`src/design/ictw_pkg.sv`:
```
// Package for the idle-connection timing wheel.
// Holds operation and result codes, the scan state type and the wheel slot function.
// No dependencies.
package ictw_pkg;

  localparam int WHEEL_SLOTS = 30;
  localparam int SLOT_W      = 5;
  localparam int TIME_W      = 32;
  localparam int ID_PORT_W   = 6;

  localparam logic [1:0] KIND_INSERT = 2'd0;
  localparam logic [1:0] KIND_TOUCH  = 2'd1;
  localparam logic [1:0] KIND_REMOVE = 2'd2;
  localparam logic [1:0] KIND_TICK   = 2'd3;

  localparam logic [1:0] RK_DONE    = 2'd0;
  localparam logic [1:0] RK_EXPIRED = 2'd1;
  localparam logic [1:0] RK_ERROR   = 2'd2;
  localparam logic [1:0] RK_NONE    = 2'd3;

  typedef enum logic [3:0] {
    ST_IDLE = 4'b0001,
    ST_RD   = 4'b0010,
    ST_EV   = 4'b0100,
    ST_FIN  = 4'b1000
  } state_t;

  // time mod 30: nibble sum gives mod 15, bit 0 gives mod 2, then combine
  function automatic logic [SLOT_W-1:0] slot_of(input logic [TIME_W-1:0] t);
    logic [6:0] nsum;
    logic [4:0] fold;
    logic [3:0] r15;
    nsum = '0;
    for (int k = 0; k < 8; k++) begin
      nsum = nsum + 7'(t[4*k +: 4]);
    end
    fold = 5'(nsum[6:4]) + 5'(nsum[3:0]);
    r15  = (fold >= 5'd15) ? 4'(fold - 5'd15) : fold[3:0];
    return (r15[0] == t[0]) ? 5'(r15) : 5'(r15) + 5'd15;
  endfunction

endpackage

```
`src/design/idle_connection_timing_wheel.sv`:
```
// Top level of the idle-connection timing wheel.
// Depends on ictw_pkg and ictw_ram.
//
// Usage:
//   Input channel (in_valid/in_stall) takes one word: kind, conn_id, now_sec.
//   Result channel (out_valid/out_stall) returns words of result_kind,
//   expired_id and last_result; last_result marks the final word of an item.
//   Insert, touch and remove are decided from the per-id present bits;
//   insert and touch write last-seen time and wheel slot into one RAM. Each
//   op's single result word appears in the output register the next cycle.
//   A tick scans every id: a RAM read state and an evaluate state per id,
//   then a finish state that sends the last word. Expired ids
//   come out in ascending order; one expiry is held back so that the last
//   word can carry last_result, or a found-none word is sent.
//   The input stalls while a tick scans and while the output register is
//   full and stalled. A stalled result holds its value; the scan pauses only to send a word.
//   Reset clears the present bits, the output valid bit and the scan state;
//   RAM contents are not cleared, and their read data is used only for present ids.
module idle_connection_timing_wheel
  import ictw_pkg::*;
#(
  parameter int MAX_CONN    = 64,
  parameter int TIMEOUT_SEC = 30
) (
  input  logic                 clk,
  input  logic                 rst_n,
  input  logic                 in_valid,
  output logic                 in_stall,
  input  logic [1:0]           in_kind,
  input  logic [ID_PORT_W-1:0] in_conn_id,
  input  logic [TIME_W-1:0]    in_now_sec,
  output logic                 out_valid,
  input  logic                 out_stall,
  output logic [1:0]           out_result_kind,
  output logic [ID_PORT_W-1:0] out_expired_id,
  output logic                 out_last_result
);

  localparam int ID_W  = $clog2(MAX_CONN);
  localparam int MEM_W = TIME_W + SLOT_W;

  state_t                 state_r, state_nxt;
  logic [MAX_CONN-1:0]    present_r, present_nxt;
  logic [ID_W-1:0]        scan_idx_r, scan_idx_nxt;
  logic [TIME_W-1:0]      tick_now_r, tick_now_nxt;
  logic [SLOT_W-1:0]      tick_slot_r, tick_slot_nxt;
  logic                   pend_valid_r, pend_valid_nxt;
  logic [ID_W-1:0]        pend_id_r, pend_id_nxt;
  logic                   out_valid_r, out_valid_nxt;
  logic [1:0]             out_kind_r, out_kind_nxt;
  logic [ID_PORT_W-1:0]   out_id_r, out_id_nxt;
  logic                   out_last_r, out_last_nxt;

  logic                   can_load;
  logic                   accept;
  logic                   in_range;
  logic                   pres;
  logic                   op_err;
  logic [SLOT_W-1:0]      in_slot;
  logic                   ram_wr_en;
  logic                   ram_rd_en;
  logic [MEM_W-1:0]       ram_rd_data;
  logic [TIME_W-1:0]      rd_last;
  logic [SLOT_W-1:0]      rd_slot;
  logic                   hit;
  logic                   blocked;
  logic                   scan_end;

  assign can_load = !out_valid_r || !out_stall;
  assign in_stall = (state_r != ST_IDLE) || !can_load;
  assign accept   = in_valid && !in_stall;
  assign in_range = {1'b0, in_conn_id} < 7'(MAX_CONN);
  assign pres     = in_range && present_r[in_conn_id[ID_W-1:0]];
  assign in_slot  = slot_of(in_now_sec);

  always_comb begin
    case (in_kind)
      KIND_INSERT: op_err = !in_range || pres;
      default:     op_err = !pres;
    endcase
  end

  assign ram_wr_en = accept && !op_err &&
                     (in_kind == KIND_INSERT || in_kind == KIND_TOUCH);
  assign ram_rd_en = (state_r == ST_RD);

  ictw_ram #(
    .WIDTH (MEM_W),
    .DEPTH (MAX_CONN)
  ) u_ram (
    .clk     (clk),
    .wr_en   (ram_wr_en),
    .wr_addr (in_conn_id[ID_W-1:0]),
    .wr_data ({in_now_sec, in_slot}),
    .rd_en   (ram_rd_en),
    .rd_addr (scan_idx_r),
    .rd_data (ram_rd_data)
  );

  assign rd_last  = ram_rd_data[MEM_W-1:SLOT_W];
  assign rd_slot  = ram_rd_data[SLOT_W-1:0];
  assign hit      = present_r[scan_idx_r] && (rd_slot == tick_slot_r) &&
                    ((tick_now_r - rd_last) >= TIME_W'(TIMEOUT_SEC));
  assign blocked  = hit && pend_valid_r && !can_load;
  assign scan_end = (scan_idx_r == ID_W'(MAX_CONN - 1));

  always_comb begin
    state_nxt      = state_r;
    present_nxt    = present_r;
    scan_idx_nxt   = scan_idx_r;
    tick_now_nxt   = tick_now_r;
    tick_slot_nxt  = tick_slot_r;
    pend_valid_nxt = pend_valid_r;
    pend_id_nxt    = pend_id_r;
    out_valid_nxt  = out_valid_r && out_stall;
    out_kind_nxt   = out_kind_r;
    out_id_nxt     = out_id_r;
    out_last_nxt   = out_last_r;

    case (state_r)
      ST_IDLE: begin
        if (accept) begin
          if (in_kind == KIND_TICK) begin
            tick_now_nxt  = in_now_sec;
            tick_slot_nxt = in_slot;
            scan_idx_nxt  = '0;
            state_nxt     = ST_RD;
          end else begin
            out_valid_nxt = 1'b1;
            out_kind_nxt  = op_err ? RK_ERROR : RK_DONE;
            out_id_nxt    = '0;
            out_last_nxt  = 1'b1;
            if (!op_err && in_kind == KIND_INSERT) begin
              present_nxt[in_conn_id[ID_W-1:0]] = 1'b1;
            end
            if (!op_err && in_kind == KIND_REMOVE) begin
              present_nxt[in_conn_id[ID_W-1:0]] = 1'b0;
            end
          end
        end
      end
      ST_RD: begin
        state_nxt = ST_EV;
      end
      ST_EV: begin
        if (!blocked) begin
          if (hit) begin
            present_nxt[scan_idx_r] = 1'b0;
            if (pend_valid_r) begin
              out_valid_nxt = 1'b1;
              out_kind_nxt  = RK_EXPIRED;
              out_id_nxt    = ID_PORT_W'(pend_id_r);
              out_last_nxt  = 1'b0;
            end
            pend_valid_nxt = 1'b1;
            pend_id_nxt    = scan_idx_r;
          end
          if (scan_end) begin
            state_nxt = ST_FIN;
          end else begin
            scan_idx_nxt = scan_idx_r + ID_W'(1);
            state_nxt    = ST_RD;
          end
        end
      end
      ST_FIN: begin
        if (can_load) begin
          out_valid_nxt  = 1'b1;
          out_kind_nxt   = pend_valid_r ? RK_EXPIRED : RK_NONE;
          out_id_nxt     = pend_valid_r ? ID_PORT_W'(pend_id_r) : '0;
          out_last_nxt   = 1'b1;
          pend_valid_nxt = 1'b0;
          scan_idx_nxt   = '0;
          state_nxt      = ST_IDLE;
        end
      end
      default: begin
        state_nxt = ST_IDLE;
      end
    endcase
  end

  always_ff @(posedge clk) begin
    if (!rst_n) begin
      state_r      <= ST_IDLE;
      present_r    <= '0;
      scan_idx_r   <= '0;
      pend_valid_r <= 1'b0;
      out_valid_r  <= 1'b0;
    end else begin
      state_r      <= state_nxt;
      present_r    <= present_nxt;
      scan_idx_r   <= scan_idx_nxt;
      pend_valid_r <= pend_valid_nxt;
      out_valid_r  <= out_valid_nxt;
    end
  end

  always_ff @(posedge clk) begin
    tick_now_r  <= tick_now_nxt;
    tick_slot_r <= tick_slot_nxt;
    pend_id_r   <= pend_id_nxt;
    out_kind_r  <= out_kind_nxt;
    out_id_r    <= out_id_nxt;
    out_last_r  <= out_last_nxt;
  end

  assign out_valid       = out_valid_r;
  assign out_result_kind = out_kind_r;
  assign out_expired_id  = out_id_r;
  assign out_last_result = out_last_r;

  a_idle_no_pend: assert property (@(posedge clk) disable iff (!rst_n)
    state_r == ST_IDLE |-> !pend_valid_r && scan_idx_r == '0)
    else $error("pending expiry or scan index left over in idle");

  a_hit_clears: assert property (@(posedge clk) disable iff (!rst_n)
    state_r == ST_EV && hit && !blocked |=> !present_r[$past(scan_idx_r)])
    else $error("expired id still present after evaluation");

  a_op_result: assert property (@(posedge clk) disable iff (!rst_n)
    accept && in_kind != KIND_TICK |=> out_valid && out_last_result)
    else $error("single-result word not delivered after accept");

  a_tick_ends: assert property (@(posedge clk) disable iff (!rst_n)
    state_r == ST_FIN && can_load |=> out_valid && out_last_result &&
    state_r == ST_IDLE)
    else $error("tick scan did not finish with a last word");

endmodule

```
`src/design/ictw_ram.sv`:
```
// Generic single-write, single-read synchronous RAM with registered read data.
// No dependencies.
module ictw_ram #(
  parameter int WIDTH = 8,
  parameter int DEPTH = 16
) (
  input  logic                     clk,
  input  logic                     wr_en,
  input  logic [$clog2(DEPTH)-1:0] wr_addr,
  input  logic [WIDTH-1:0]         wr_data,
  input  logic                     rd_en,
  input  logic [$clog2(DEPTH)-1:0] rd_addr,
  output logic [WIDTH-1:0]         rd_data
);

  logic [WIDTH-1:0] mem [DEPTH];

  always_ff @(posedge clk) begin
    if (wr_en) begin
      mem[wr_addr] <= wr_data;
    end
    if (rd_en) begin
      rd_data <= mem[rd_addr];
    end
  end

endmodule

```
`config.mk`:
```
export PLATFORM = sky130hd
export DESIGN_NAME = idle_connection_timing_wheel
export DESIGN_NICKNAME = d
export VERILOG_FILES = /design/src/design/ictw_pkg.sv /design/src/design/idle_connection_timing_wheel.sv /design/src/design/ictw_ram.sv
export SDC_FILE = /design/constraint.sdc
export NUM_CORES = 2
export LEC_CHECK = 0
export BUFFER_PORTS_ARGS = -buffer_cell sky130_fd_sc_hd__buf_2
export CORE_MARGIN = 8
export CORE_UTILIZATION = 58
export DETAILED_ROUTE_END_ITERATION = 6
export GPL_TIMING_DRIVEN = 0
export PLACE_DENSITY = 0.79
export SLEW_MARGIN = 20
export SYNTH_ARGS = -nofsm -noshare
export SYNTH_HDL_FRONTEND = slang
export SYNTH_HIERARCHICAL = 1
export SYNTH_SLANG_ARGS = --single-unit
```
`constraint.sdc`:
```
create_clock -name clk -period 24.3 [get_ports clk]
set_input_delay 3.645 -clock clk [delete_from_list [all_inputs] [get_ports clk]]
set_output_delay 3.645 -clock clk [all_outputs]
set_load 0.05 [all_outputs]
```
==> metrics.txt <==
# TYPE chip_impl_metric gauge
chip_impl_metric{name="critPathMaxStageDelay",unit="ns"} 0.68
chip_impl_metric{name="maximum_achievable_frequency",unit="MHz"} 95.9
chip_impl_metric{name="power_switching_share",unit=""} 0.284
chip_impl_metric{name="final_hold_viol_count",unit=""} 0
chip_impl_metric{name="setup_slack",unit="ns"} 13.87
chip_impl_info{name="r2r-start",value="scan_idx_r[1]"} 1
chip_impl_metric{name="power.static_leakage",unit="uW"} 0.0352
chip_impl_metric{name="layout_worst_path_cycle_share",unit=""} 0.429
chip_impl_metric{name="slew_viol_final",unit=""} 0
chip_impl_info{name="layout_commonest_cell",value="sky130_fd_sc_hd__edfxtp_1"} 1
chip_impl_metric{name="p_seq_frac",unit=""} 0.497
chip_impl_metric{name="hpwl",unit="microns"} 209000
chip_impl_info{name="setup_repair_after_global_routing_missed_its_margin",value="false"} 1
chip_impl_metric{name="synth.lib_cells_used.distinct",unit=""} 87
chip_impl_metric{name="grt_usage",unit=""} 0.356
chip_impl_metric{name="core",unit="sq um"} 174000
chip_impl_metric{name="numPortBuffers",unit=""} 52
chip_impl_metric{name="postSynthAreaPerCell",unit="sq um"} 19.4
chip_impl_metric{name="initial_core_util",unit=""} 0.583
chip_impl_info{name="failing_checks",value="design-rule violations"} 1
chip_impl_info{name="cp-start-kind",value="input pin"} 1
chip_impl_info{name="worst_path_max_delay_cell",value="sky130_fd_sc_hd__buf_4"} 1
chip_impl_info{name="cp_top_family",value="adder cells"} 1
chip_impl_metric{name="synth-seq-cells",unit=""} 2533
chip_impl_info{name="clk_root_buffer_cell",value="sky130_fd_sc_hd__clkbuf_16"} 1
chip_impl_metric{name="pin_count_of_the_biggest_net_entering_global_routing",unit=""} 74
chip_impl_metric{name="worst_clock_skew",unit="ns"} 0.0569
chip_impl_metric{name="met1Wirelength",unit="microns"} 106000
chip_impl_metric{name="grt-ovfl-total",unit=""} 0
chip_impl_metric{name="routed-wl-met2",unit="microns"} 148000
chip_impl_metric{name="yosys_warnings",unit=""} 6
chip_impl_metric{name="timing.critical_path.fanout_max",unit=""} 66
chip_impl_metric{name="postCtsHoldBufs",unit=""} 0
chip_impl_metric{name="period_minus_slack",unit="ns"} 10.43
chip_impl_info{name="top_cells_by_area_in_the_synthesized_netlist",value="sky130_fd_sc_hd__edfxtp_1, sky130_fd_sc_hd__mux4_2, sky130_fd_sc_hd__o22ai_1, sky130_fd_sc_hd__dfxtp_1, sky130_fd_sc_hd__nor2_1"} 1
chip_impl_metric{name="maxCapViolations",unit=""} 0
chip_impl_metric{name="regToRegSetupSlack",unit="ns"} 18.68
chip_impl_info{name="timing_worst_setup_path_type",value="in -> reg"} 1
chip_impl_metric{name="detail_route.vias_per_cell",unit=""} 7.61
chip_impl_info{name="worst_setup_path_endpoint",value="u_ram/mem[40][3]"} 1
chip_impl_metric{name="crit_arrival",unit="ns"} 11.13
chip_impl_metric{name="fillers",unit=""} 10200
chip_impl_metric{name="mappedNetlistNets",unit=""} 5332
chip_impl_metric{name="placement_rows",unit=""} 153
chip_impl_info{name="setup.worst_path.start",value="in_now_sec[18]"} 1
chip_impl_metric{name="cts-root-to-sink-buffers",unit=""} 3
chip_impl_info{name="layout.cells.most_common_list",value="sky130_fd_sc_hd__edfxtp_1, sky130_fd_sc_hd__mux4_2, sky130_fd_sc_hd__o22ai_1"} 1
chip_impl_metric{name="worstMarginPinSlew",unit="ns"} 1.43
chip_impl_info{name="crit_path_cell_trace",value="buf_4, inv_1, fa_1, inv_1, fa_1, fa_1, fa_1, ha_1, fa_1, xor2_1, ha_1, fa_1, ha_1, a21oi_1, nor3b_1, o21ai_0, o311ai_2, xnor2_1, nand2_1, nor2_1, xor2_4, buf_16, buf_16"} 1
chip_impl_metric{name="finalSetupViolations",unit=""} 0
chip_impl_info{name="top_layer",value="met5"} 1
chip_impl_metric{name="finalNetCount",unit=""} 5775
chip_impl_info{name="worst_path_most_repeated_cell",value="sky130_fd_sc_hd__fa_1"} 1
chip_impl_info{name="tritoncts",value="built"} 1
chip_impl_metric{name="synth_edf_count",unit=""} 2457
chip_impl_metric{name="power_frac_clock",unit=""} 0.294
chip_impl_metric{name="synth_cells",unit=""} 5219
chip_impl_metric{name="power_switching",unit="uW"} 3420
chip_impl_metric{name="buffers_inserted_by_post_cts_timing_repair",unit=""} 0
chip_impl_metric{name="worst-endpoint-required",unit="ns"} 24.99
chip_impl_metric{name="clkTransAtPathRegs",unit="ns"} 0.07
chip_impl_metric{name="antenna_left",unit=""} 0
chip_impl_metric{name="floorplan.die.height",unit="microns"} 434
chip_impl_metric{name="final.setup.tns",unit="ns"} 0
chip_impl_metric{name="grt_pass1_vias",unit=""} 60100
chip_impl_metric{name="rr_worst_depth",unit=""} 12
chip_impl_metric{name="maximum_level_of_the_cts_h_tree",unit=""} 4
chip_impl_info{name="reg2reg_to",value="out_expired_id[1]"} 1
chip_impl_metric{name="yosysSeqAreaShare",unit=""} 0.743
chip_impl_metric{name="cp.buffers_inverters",unit=""} 5
chip_impl_metric{name="comb_power_share",unit=""} 0.208
chip_impl_metric{name="post_route_cells_drive_above_1_share",unit=""} 0.238
chip_impl_metric{name="die_width",unit="microns"} 434
chip_impl_metric{name="wl",unit="microns"} 340000
chip_impl_metric{name="global_route_wire_length_before_repair",unit="microns"} 467000
chip_impl_info{name="min_path_type",value="reg -> reg"} 1
chip_impl_metric{name="place_ws",unit="ns"} 12.78
chip_impl_info{name="ys_dominant_reg_cell",value="sky130_fd_sc_hd__edfxtp_1"} 1
chip_impl_metric{name="antenna_found_initial",unit=""} 30
chip_impl_info{name="status",value="finished with violations"} 1
chip_impl_metric{name="initialDrtViolationCount",unit=""} 12300
chip_impl_metric{name="post_drt_wl_per_cell",unit="microns"} 41.4
chip_impl_metric{name="max-vdd-ir-drop",unit="uV"} 446
chip_impl_metric{name="tritonroute_pass_1_iters",unit=""} 7
chip_impl_metric{name="detailroute.via_count",unit=""} 62500
chip_impl_metric{name="drc",unit=""} 17
chip_impl_metric{name="clk-insertion-delay-late",unit="ns"} 0.90
chip_impl_metric{name="gpl.final_weighted_congestion",unit=""} 0.966
chip_impl_metric{name="synth.cell_area",unit="sq um"} 101000
chip_impl_metric{name="ios",unit=""} 55
chip_impl_metric{name="design.die.area",unit="sq um"} 188000
chip_impl_metric{name="worstSetupPathDepth",unit=""} 23
chip_impl_info{name="synth_top_area_cell",value="sky130_fd_sc_hd__edfxtp_1"} 1
chip_impl_metric{name="timing.max_slew.rel_slack",unit=""} 0.0384
chip_impl_info{name="crit_path_end_kind",value="register"} 1
chip_impl_info{name="worst_hold_startpoint",value="present_r[14]"} 1
chip_impl_metric{name="layout-area-overhead-vs-synth",unit="%"} 14.2
chip_impl_metric{name="async_flop_share",unit=""} 0
chip_impl_metric{name="power.density",unit="nW/um^2"} 104
chip_impl_metric{name="cts_made_buffers",unit=""} 227
chip_impl_metric{name="clock_sink_count",unit=""} 2533
chip_impl_metric{name="internal-power",unit="uW"} 8630
chip_impl_metric{name="routed-wl-met3",unit="microns"} 56400
chip_impl_metric{name="post_cts.resized_instances",unit=""} 0
chip_impl_metric{name="synth_top_area_frac",unit=""} 0.728
==> routing by layer <==
layer | up-vias | track usage
met2 | 7022 | 0.522
met1 | 31100 | 0.439
li1 | 22700 | -
met3 | 1661 | 0.144
met4 | 16 | 0.237
met5 | - | 0.00743
==> logic make-up (layout without fill, tap and decap cells) <==
group                      count (synthesis)  in the layout  synth area share
adders and majority gates                 69             69            0.0104
xor gates and xnor gates                  26             26           0.00225
and+or+nand+nor                          805            805            0.0398
other                                      0             34                 0
muxes                                    657            657             0.136
DFF                                     2533           2533             0.743
AOI/OAI and AO/OA                        722            722            0.0497
buffers and inverters                    407           1039            0.0186
==> cell usage after synthesis, drive strengths merged, types with 11 or more instances <==
cell / count
a221oi: 17
xor2: 13
o21ai: 69
a21o: 14
ha: 44
nor2: 215
nand3: 72
o211ai: 20
or2: 16
nor4: 92
fa: 25
buf: 141
o221ai: 39
a22oi: 92
a21oi: 53
xnor2: 13
o22ai: 251
dfxtp: 76
nand2b: 16
o22a: 24
nand4: 38
a31oi: 11
edfxtp: 2457
nor3: 50
and2: 11
mux4: 573
a211oi: 48
mux2i: 78
clkbuf: 172
nand2: 173
nor2b: 64
inv: 94
==> registers in the layout (all words and copies together) (netlist names) <==
register	count
u_ram/rd_data	37
out_expired_id	6
out_last_result	1
pend_valid_r	1
state_r	4
out_valid	1
tick_now_r	32
out_result_kind	2
u_ram/mem	2368
tick_slot_r	5
present_r	64
scan_idx_r	6
pend_id_r	6
==> metrics by stage <==
stage          cells  hold slack [ns]  power (uW)  area [sq um]  utilization
2_1_floorplan   5219            0.423        7110        101000            -
3_3_place_gp    7596            0.481        6840        104000        0.602
3_5_place_dp    7756            0.495        8450        108000        0.624
4_1_cts         8174            0.504       11900        116000        0.665
5_1_grt         8177            0.534       12300        116000        0.666
6_report        8210            0.511       12000        116000        0.666
==> layout make-up <==
class | instances | area, sq um | share of cell area
Antenna cell | 34 | 85.1 | 0.000735
Sequential cell | 2533 | 75300 | 0.651
Tap cell | 2325 | 2910 | 0.0251
Inverter | 94 | 353 | 0.00305
Timing Repair Buffer | 214 | 3490 | 0.0302
Clock inverter | 144 | 1320 | 0.0114
Buffer | 313 | 1550 | 0.0134
Multi-Input combinational cell | 2279 | 24800 | 0.215
Clock buffer | 274 | 5860 | 0.0506
==> worst min-delay path by stage <==
stage	end	slack, ns	cells past startpoint
after CTS	present_r[46]	0.50	2
final	present_r[14]	0.51	2
after global placement	present_r[45]	0.48	2
after global routing	present_r[31]	0.53	2
after detailed placement	present_r[46]	0.49	2
after floorplan	pend_id_r[2]	0.42	0
==> worst min-delay path, delay by kind of cell, from the launching register on <==
kind	cells	cell delay, ns
DFF	1	0.34
and+or+nand+nor	1	0.06
AOI/OAI and AO/OA	1	0.06
==> power by group through the flow <==
stage               Sequential [uW]  Combinational (uW)  Clock, uW
finish                         5990                2510       3550
global placement               5770                1070          0
global route                   5990                2570       3690
floorplan                      6240                 877          0
CTS                            5990                2410       3540
detailed placement             6080                2370          0
No activity file was read; power rests on OpenSTA's default activity.
